**config.mk**
```make
export PLATFORM = sky130hd
export DESIGN_NAME = cle_decode
export DESIGN_NICKNAME = d
export VERILOG_FILES = /design/src/cle_pkg.sv /design/src/cle_decode.sv
export SDC_FILE = /design/constraint.sdc
export NUM_CORES = 1
export LEC_CHECK = 0
export BUFFER_PORTS_ARGS = -buffer_cell sky130_fd_sc_hd__buf_2
export CORE_MARGIN = 8
export CORE_UTILIZATION = 25
export DETAILED_ROUTE_END_ITERATION = 7
export GPL_TIMING_DRIVEN = 0
export PLACE_DENSITY = 0.61
export SLEW_MARGIN = 15
export SYNTH_ARGS = -nofsm -noshare
export SYNTH_HDL_FRONTEND = slang
export SYNTH_SLANG_ARGS = --single-unit
```
**constraint.sdc**
```tcl
create_clock -name vclk -period 1.23
set_input_delay 0.246 -clock vclk [all_inputs]
set_output_delay 0.246 -clock vclk [all_outputs]
set_load 0.03 [all_outputs]
```
**src/cle_pkg.sv**
```systemverilog
// ----------------------------------------------------------------------------
// cle_pkg
// Shared types, codes and opcode constants for the 8-bit load executor.
// ----------------------------------------------------------------------------
package cle_pkg;

  // Memory address width; every memory address is taken modulo 2**ADDR_BITS.
  localparam int ADDR_BITS = 16;
  localparam int MEM_DEPTH = 1 << ADDR_BITS;

  // Operand register codes as they appear in the opcode fields.
  typedef logic [2:0] reg_code_t;
  localparam reg_code_t REG_B      = 3'd0;
  localparam reg_code_t REG_C      = 3'd1;
  localparam reg_code_t REG_D      = 3'd2;
  localparam reg_code_t REG_E      = 3'd3;
  localparam reg_code_t REG_H      = 3'd4;
  localparam reg_code_t REG_L      = 3'd5;
  localparam reg_code_t REG_HL_MEM = 3'd6;
  localparam reg_code_t REG_A      = 3'd7;

  typedef enum logic [2:0] {
    ST_LOAD    = 3'd0,
    ST_NOP     = 3'd1,
    ST_STOP    = 3'd2,
    ST_UNIMP   = 3'd3,
    ST_UNKNOWN = 3'd4,
    ST_WRITTEN = 3'd5
  } status_t;

  typedef enum logic [1:0] {
    SRC_REG,
    SRC_IMM,
    SRC_MEM
  } src_t;

  typedef enum logic [1:0] {
    AS_HL,
    AS_BC,
    AS_DE,
    AS_NN
  } asel_t;

  typedef enum logic [1:0] {
    DST_NONE,
    DST_REG,
    DST_MEM
  } dst_t;

  // Opcodes
  localparam logic [7:0] OP_NOP      = 8'h00;
  localparam logic [7:0] OP_STOP     = 8'h10;
  localparam logic [7:0] OP_HALT     = 8'h76;
  localparam logic [7:0] OP_LD_BC_A  = 8'h02;
  localparam logic [7:0] OP_LD_DE_A  = 8'h12;
  localparam logic [7:0] OP_LD_A_BC  = 8'h0A;
  localparam logic [7:0] OP_LD_A_DE  = 8'h1A;
  localparam logic [7:0] OP_LD_A_NN  = 8'hFA;
  localparam logic [7:0] OP_LD_NN_A  = 8'hEA;
  localparam logic [7:0] OP_LDI_HL_A = 8'h22;
  localparam logic [7:0] OP_LDI_A_HL = 8'h2A;
  localparam logic [7:0] OP_LDD_HL_A = 8'h32;
  localparam logic [7:0] OP_LDD_A_HL = 8'h3A;
  localparam logic [7:0] OP_LDH_N_A  = 8'hE0;
  localparam logic [7:0] OP_LDH_A_N  = 8'hF0;
  localparam logic [7:0] OP_LD_C_A   = 8'hE2;
  localparam logic [7:0] OP_LD_A_C   = 8'hF2;

  // Decoded instruction: where the byte comes from and where it goes.
  typedef struct packed {
    status_t   status;
    logic [1:0] len;
    logic      set_stop;
    src_t      src;
    reg_code_t src_reg;
    dst_t      dst;
    reg_code_t dst_reg;
    asel_t     asel;
  } dec_t;

  // A memory write transaction runs through the commit step as an
  // immediate byte stored at a direct address, with no PC advance.
  localparam dec_t DEC_WRITE = '{
    status:   ST_WRITTEN,
    len:      2'd0,
    set_stop: 1'b0,
    src:      SRC_IMM,
    src_reg:  REG_A,
    dst:      DST_MEM,
    dst_reg:  REG_A,
    asel:     AS_NN
  };

endpackage

```
**src/cle_decode.sv**
```systemverilog
// ----------------------------------------------------------------------------
// cle_decode
// Opcode decoder for the 8-bit load subset.
// ----------------------------------------------------------------------------
module cle_decode (
  input  logic [7:0]     opcode,
  output cle_pkg::dec_t  dec
);

  always_comb begin
    dec = '{
      status:   cle_pkg::ST_UNKNOWN,
      len:      2'd1,
      set_stop: 1'b0,
      src:      cle_pkg::SRC_REG,
      src_reg:  cle_pkg::REG_A,
      dst:      cle_pkg::DST_NONE,
      dst_reg:  cle_pkg::REG_A,
      asel:     cle_pkg::AS_HL
    };
    if (opcode == cle_pkg::OP_NOP) begin
      dec.status = cle_pkg::ST_NOP;
    end else if (opcode == cle_pkg::OP_STOP) begin
      dec.status   = cle_pkg::ST_STOP;
      dec.len      = 2'd2;
      dec.set_stop = 1'b1;
    end else if (opcode[7:6] == 2'b01 && opcode != cle_pkg::OP_HALT) begin
      // Register to register, with (HL) standing in for code 6.
      dec.status  = cle_pkg::ST_LOAD;
      dec.src     = (opcode[2:0] == cle_pkg::REG_HL_MEM) ? cle_pkg::SRC_MEM
                                                         : cle_pkg::SRC_REG;
      dec.src_reg = opcode[2:0];
      dec.dst     = (opcode[5:3] == cle_pkg::REG_HL_MEM) ? cle_pkg::DST_MEM
                                                         : cle_pkg::DST_REG;
      dec.dst_reg = opcode[5:3];
    end else if (opcode[7:6] == 2'b00 && opcode[2:0] == cle_pkg::REG_HL_MEM) begin
      // Immediate load into a register or (HL).
      dec.status  = cle_pkg::ST_LOAD;
      dec.len     = 2'd2;
      dec.src     = cle_pkg::SRC_IMM;
      dec.dst     = (opcode[5:3] == cle_pkg::REG_HL_MEM) ? cle_pkg::DST_MEM
                                                         : cle_pkg::DST_REG;
      dec.dst_reg = opcode[5:3];
    end else if (opcode == cle_pkg::OP_LD_A_BC || opcode == cle_pkg::OP_LD_A_DE) begin
      dec.status = cle_pkg::ST_LOAD;
      dec.src    = cle_pkg::SRC_MEM;
      dec.asel   = (opcode == cle_pkg::OP_LD_A_BC) ? cle_pkg::AS_BC : cle_pkg::AS_DE;
      dec.dst    = cle_pkg::DST_REG;
    end else if (opcode == cle_pkg::OP_LD_BC_A || opcode == cle_pkg::OP_LD_DE_A) begin
      dec.status = cle_pkg::ST_LOAD;
      dec.asel   = (opcode == cle_pkg::OP_LD_BC_A) ? cle_pkg::AS_BC : cle_pkg::AS_DE;
      dec.dst    = cle_pkg::DST_MEM;
    end else if (opcode == cle_pkg::OP_LD_A_NN) begin
      dec.status = cle_pkg::ST_LOAD;
      dec.len    = 2'd3;
      dec.src    = cle_pkg::SRC_MEM;
      dec.asel   = cle_pkg::AS_NN;
      dec.dst    = cle_pkg::DST_REG;
    end else if (opcode == cle_pkg::OP_LD_NN_A) begin
      dec.status = cle_pkg::ST_LOAD;
      dec.len    = 2'd3;
      dec.asel   = cle_pkg::AS_NN;
      dec.dst    = cle_pkg::DST_MEM;
    end else if (opcode == cle_pkg::OP_LDI_HL_A || opcode == cle_pkg::OP_LDI_A_HL ||
                 opcode == cle_pkg::OP_LDD_HL_A || opcode == cle_pkg::OP_LDD_A_HL ||
                 opcode == cle_pkg::OP_LDH_N_A  || opcode == cle_pkg::OP_LDH_A_N  ||
                 opcode == cle_pkg::OP_LD_C_A   || opcode == cle_pkg::OP_LD_A_C) begin
      dec.status = cle_pkg::ST_UNIMP;
    end
  end

endmodule

```
==> results of run 1 <==
## worst max-delay path by stage
stage                         end  slack [ns]  depth (start not counted)
after global routing      dec[17]       -0.37                          5
after detailed placement  dec[17]       -0.47                          5
final                     dec[17]       -0.32                          5
after global placement    dec[17]       -0.49                          5
after floorplan            dec[6]       -0.14                          4
after CTS                 dec[17]       -0.37                          5
## cell families after synthesis
kind of cell / share of synthesized area
AND/OR/NAND/NOR: 0.4869
AO/OA/AOI/OAI: 0.3948
XOR/XNOR: 0.02303
buffers and inverters: 0.09541
## layer usage
layer  track usage  share of wire  vias up
met5             0              0        -
met4             0              0        0
met3       0.02139          0.054        0
met2        0.2434           0.53       19
met1        0.1498           0.42      315
li1              -              -      301
## worst max-delay path: stages
cell	delay [ns]
buf_8	0.10
or3_4	0.41
a2111oi_4	0.35
a211oi_4	0.05
buf_6	0.15
## cells in the mapped netlist, types with 2 or more instances
cell type,count,share of area
nor2_1,5,0.049
a21oi_1,3,0.039
nand2b_1,3,0.049
nand3_1,3,0.039
nand3b_1,3,0.059
a21boi_0,2,0.039
and3b_1,2,0.046
buf_2,2,0.026
inv_1,2,0.020
nor3_1,2,0.026
o32ai_1,2,0.046
or2_2,2,0.033
## power groups by stage
stage          clock network [mW]  registers, mW  logic [mW]
3_5_place_dp                    0              0       0.254
3_3_place_gp                    0              0       0.251
6_report                        0              0       0.390
5_1_grt                         0              0       0.409
4_1_cts                         0              0       0.341
2_1_floorplan                   0              0       0.185
## repair_timing
| action | in CTS | in global routing |
|---|---|---|
| resized for setup | 61 | 17 |
| setup endpoints to repair | 18 | 18 |
| buffers inserted | 14 | 10 |
| pin swaps | 16 | 11 |
## cell type report
cell class,count,area (µm²)
multi-input combinational,47,588.1
tap,16,20.02
timing repair buffer,48,506.7
fill,85,264.0
buffer,4,85.08
inverter,2,7.507
## placed cells by master, fill, tap and decap left out
cell type / synthesis / final
o2111ai_4: 0 / 1
buf_12: 0 / 6
nor3b_2: 0 / 1
nand3_1: 3 / 1
clkbuf_16: 0 / 1
nand2_2: 0 / 1
and3b_1: 2 / 1
nand2b_4: 0 / 1
a21boi_4: 0 / 2
xnor2_2: 0 / 1
a21bo_4: 0 / 1
and4_4: 0 / 1
a21oi_2: 0 / 1
or2_4: 0 / 3
or3b_4: 0 / 1
nor3_4: 0 / 2
buf_8: 0 / 3
nand3b_1: 3 / 3
a32oi_2: 0 / 1
o21a_1: 1 / 1
o32ai_4: 0 / 2
a21oi_4: 0 / 2
a2111oi_4: 1 / 1
nand2b_1: 3 / 2
o31ai_4: 0 / 1
o22a_2: 1 / 1
nand4_1: 1 / 1
o21ai_2: 0 / 1
a211oi_4: 0 / 1
and3b_2: 1 / 2
buf_6: 1 / 23
inv_2: 0 / 2
a311o_2: 0 / 1
or3_4: 1 / 2
buf_4: 0 / 19
nand3_2: 0 / 2
nor2_4: 0 / 3
nor2_1: 5 / 2
## stage by stage
| step | cells | setup WS [ns] | instance area [µm²] |
|---|---|---|---|
| after floorplan | 53 | -0.1410 | 629.4 |
| after global placement | 93 | -0.4851 | 769.5 |
| after detailed placement | 93 | -0.4701 | 769.5 |
| after CTS | 107 | -0.3722 | 1075 |
| after global routing | 117 | -0.3727 | 1207 |
| final | 117 | -0.3215 | 1207 |
==> results.md, run 1 <==
- Critical path arrival: 1.31 ns
- Die Area: 0.003026 mm²
- Pleak: 0.4641 nW
- Cells after synthesis: 53
- Final-report max-slew violation count: 0
- Min-delay worst type: in -> out
- Outcome: finished, violations left
- Setup violators final: 18
- Hold slack: 0.8188 ns
- Hold Crit Endpoint: dec[3]
- Vias in the first global route: 628
- Fmax: 644.5 MHz
- Worst Setup SP: opcode[7]
- Worst slew pin tran: 0.3073 ns
- Total Nets Final: 111
- Synth Area per Inst: 7.177 µm²
- Power per Cell Area: 323.3 mW/mm²
- CP startpoint kind: primary input
- I/O pin cnt: 26
- Sum Neg Setup Slack: -3.286 ns
- HP Start: opcode[4]
- Cell area after synthesis: 380.4 µm²
- Die Y: 55.01 µm
- Sequential cells: 0
- Gr usage total: 0.1263
- CP Max Fanout: 3
- Layout clock buffer count: 0
- Yosys cell types: 34
- Avg WL per Cell: 17.56 µm
- CP Capture Type: output pin
- Via count: 635
- Largest net degree at the start of global routing: 11
- # hold bufs at CTS: 0
- RePlAce Congestion: 0.6696
- Internal: 0.2070 mW
- Number of I/O port buffers: 24
- Crit path kind: in -> out
- Drt pass-1 iters: 4
- FP Rows: 14
- Initial Util: 0.2585
- Combinational fraction of design power: 1.000
- Register Area: 0 µm²
- # Max-Cap Violations: 0
- Reg power frac: 0
- Initial DRC Count: 4
- Worst EP required: 0.98 ns
- Slack of the critical path: -0.3215 ns
- Post-DP HPWL: 1.219 mm
- Final period utilization: 1.261
- Max VDD drop: 0.2040 mV
- Clock power frac: 0
- Antenna violations before repair: 0
- Total grt overflow: 0
- Post-layout min period: 1.551 ns
- Net Switching: 0.1834 mW
- Core area: 0.001471 mm²
- Final Hold Viols: 0
- YS warnings: 0
- Post-Route Utilization: 0.8206
- Area growth syn-to-layout: 217.4%
- First-pass GRT wire length: 3.022 mm
- Worst slew margin: 0.7944
- Final ANT Viol Nets: 0
- Failing checks: negative setup slack
- Hold depth: 3
- Sequential-to-total area share from yosys stat: 0
- Syn_nets: 61
- Layout cell share with drive strength beyond 1: 0.8911
- Vias/cell: 5.427
- Switching part of the total: 0.4697
- Routed wire length: 2.055 mm
- RSZ-0062 raised after global routing: yes
- Total power: 0.3903 mW
- Die X: 55.01 µm
- DRC: 0
- Antenna cells: 0
Note: power is estimated with default switching activity, not from simulation.
==> inputs of run 2 (changes only) <==
--- a/config.mk
+++ b/config.mk
@@ -10,6 +10,7 @@
 export CORE_UTILIZATION = 25
 export DETAILED_ROUTE_END_ITERATION = 7
 export GPL_TIMING_DRIVEN = 0
+export MAX_ROUTING_LAYER = met4
 export PLACE_DENSITY = 0.61
 export SLEW_MARGIN = 15
 export SYNTH_ARGS = -nofsm -noshare
==> constraint.sdc (replaced) <==
create_clock -name vclk -period 1.4
set_input_delay 0.28 -clock vclk [all_inputs]
set_output_delay 0.28 -clock vclk [all_outputs]
set_load 0.03 [all_outputs]
==> results.md, run 2 (synthesis gave the netlist of run 1 again) <==
- Outcome: finished, violations left
- Failing checks: negative setup slack
- Initial DRC Count: 4
- CP Max Fanout: 3
- Most common cell after layout, fill and taps aside: buf_6
- Final ANT Viol Nets: 0
- Die Area: 0.003026 mm²
- Vias in the first global route: 585
- Pleak: 0.4024 nW
- Fmax: 616.4 MHz
- Slack of the critical path: -0.2223 ns
- Layout clock buffer count: 0
- Min-delay worst type: in -> out
- Vias/cell: 5.449
- I/O pin cnt: 26
- Largest net degree at the start of global routing: 11
- Gr usage total: 0.1191
- Final period utilization: 1.159
- Area growth syn-to-layout: 182.9%
- First-pass GRT wire length: 2.808 mm
- Setup violators final: 17
- CP Capture Type: output pin
- Number of I/O port buffers: 24
- Post-Route Utilization: 0.7313
- Die X: 55.01 µm
- Total grt overflow: 0
- Fill count: 107
- Power per Cell Area: 278.2 mW/mm²
- Post-layout min period: 1.622 ns
- # hold bufs at CTS: 0
- Hold slack: 0.9295 ns
- Die Y: 55.01 µm
- Critical path arrival: 1.34 ns
- Worst EP required: 1.12 ns
- # Max-Cap Violations: 0
- Max VDD drop: 0.1322 mV
- Register Area: 0 µm²
- Final Hold Viols: 0
- Worst slew pin tran: 0.3095 ns
- Post-DP HPWL: 1.154 mm
- Antenna cells: 0
- Hold depth: 4
- Core area: 0.001471 mm²
- Layout cell share with drive strength beyond 1: 0.8352
- Worst slew margin: 0.7937
- Drt pass-1 iters: 4
- FP Rows: 14
- CP startpoint kind: primary input
- DRC: 0
- Via count: 583
- RePlAce Congestion: 0.7615
- Crit path kind: in -> out
- Final-report max-slew violation count: 0
- Antenna violations before repair: 0
- Routed wire length: 1.726 mm
- Total Nets Final: 101
- Sequential cells: 0
- Initial Util: 0.2585
- Avg WL per Cell: 16.13 µm
- RSZ-0062 raised after global routing: yes
- Most frequent cells in the layout: buf_6, buf_4
-- run 2: final cells by class --
class,instances,area [µm²],area share
Inverter,2,7.507,0.006977
Multi-Input combinational cell,47,573.1,0.5326
Tap cell,16,20.02,0.01860
Buffer,4,72.57,0.06744
Timing Repair Buffer,38,402.9,0.3744
-- run 2: power breakdown --
part           leakage, nW  total [mW]  internal [mW]  switching, mW
Clock                    0           0              0              0
Combinational        0.402       0.299          0.151          0.149
Sequential               0           0              0              0
Total                0.402       0.299          0.151          0.149
-- run 2: metrics by stage --
stage	instance area, µm²	setup slack [ns]	instances	setup TNS [ns]	power, mW
6_report	1076	-0.2223	107	-1.825	0.2994
3_5_place_dp	703.2	-0.3752	93	-3.594	0.2023
3_3_place_gp	703.2	-0.3689	93	-3.434	0.1995
4_1_cts	940.9	-0.2725	102	-1.987	0.2611
5_1_grt	1076	-0.2426	107	-2.581	0.3165
2_1_floorplan	563.0	-0.06310	53	-0.1177	0.1460
-- run 2: worst paths after layout --
path	startpoint	end	slack, ns
setup / recovery	opcode[7]	dec[17]	-0.22
hold / removal	opcode[0]	dec[12]	0.93
-- run 2: repair_timing --
item,4_1_cts,5_1_grt
setup endpoints to repair,18,18
cloned,0,0
pin swaps,16,12
setup buffers,9,5
gates resized for setup,49,24
-- run 2: routing by layer --
metal / part of all wire / track usage / up-vias
met5: 0 / - / -
met4: 0.014 / 0 / 0
met3: 0.057 / 0.005348 / 2
met2: 0.48 / 0.2075 / 21
met1: 0.44 / 0.1576 / 276
li1: - / - / 284
-- run 2: critical path, cell delays in order --
cell and delay (ns):
buf_8 0.10, or3_4 0.41, a2111oi_4 0.35, a211oi_4 0.06
buf_6 0.15
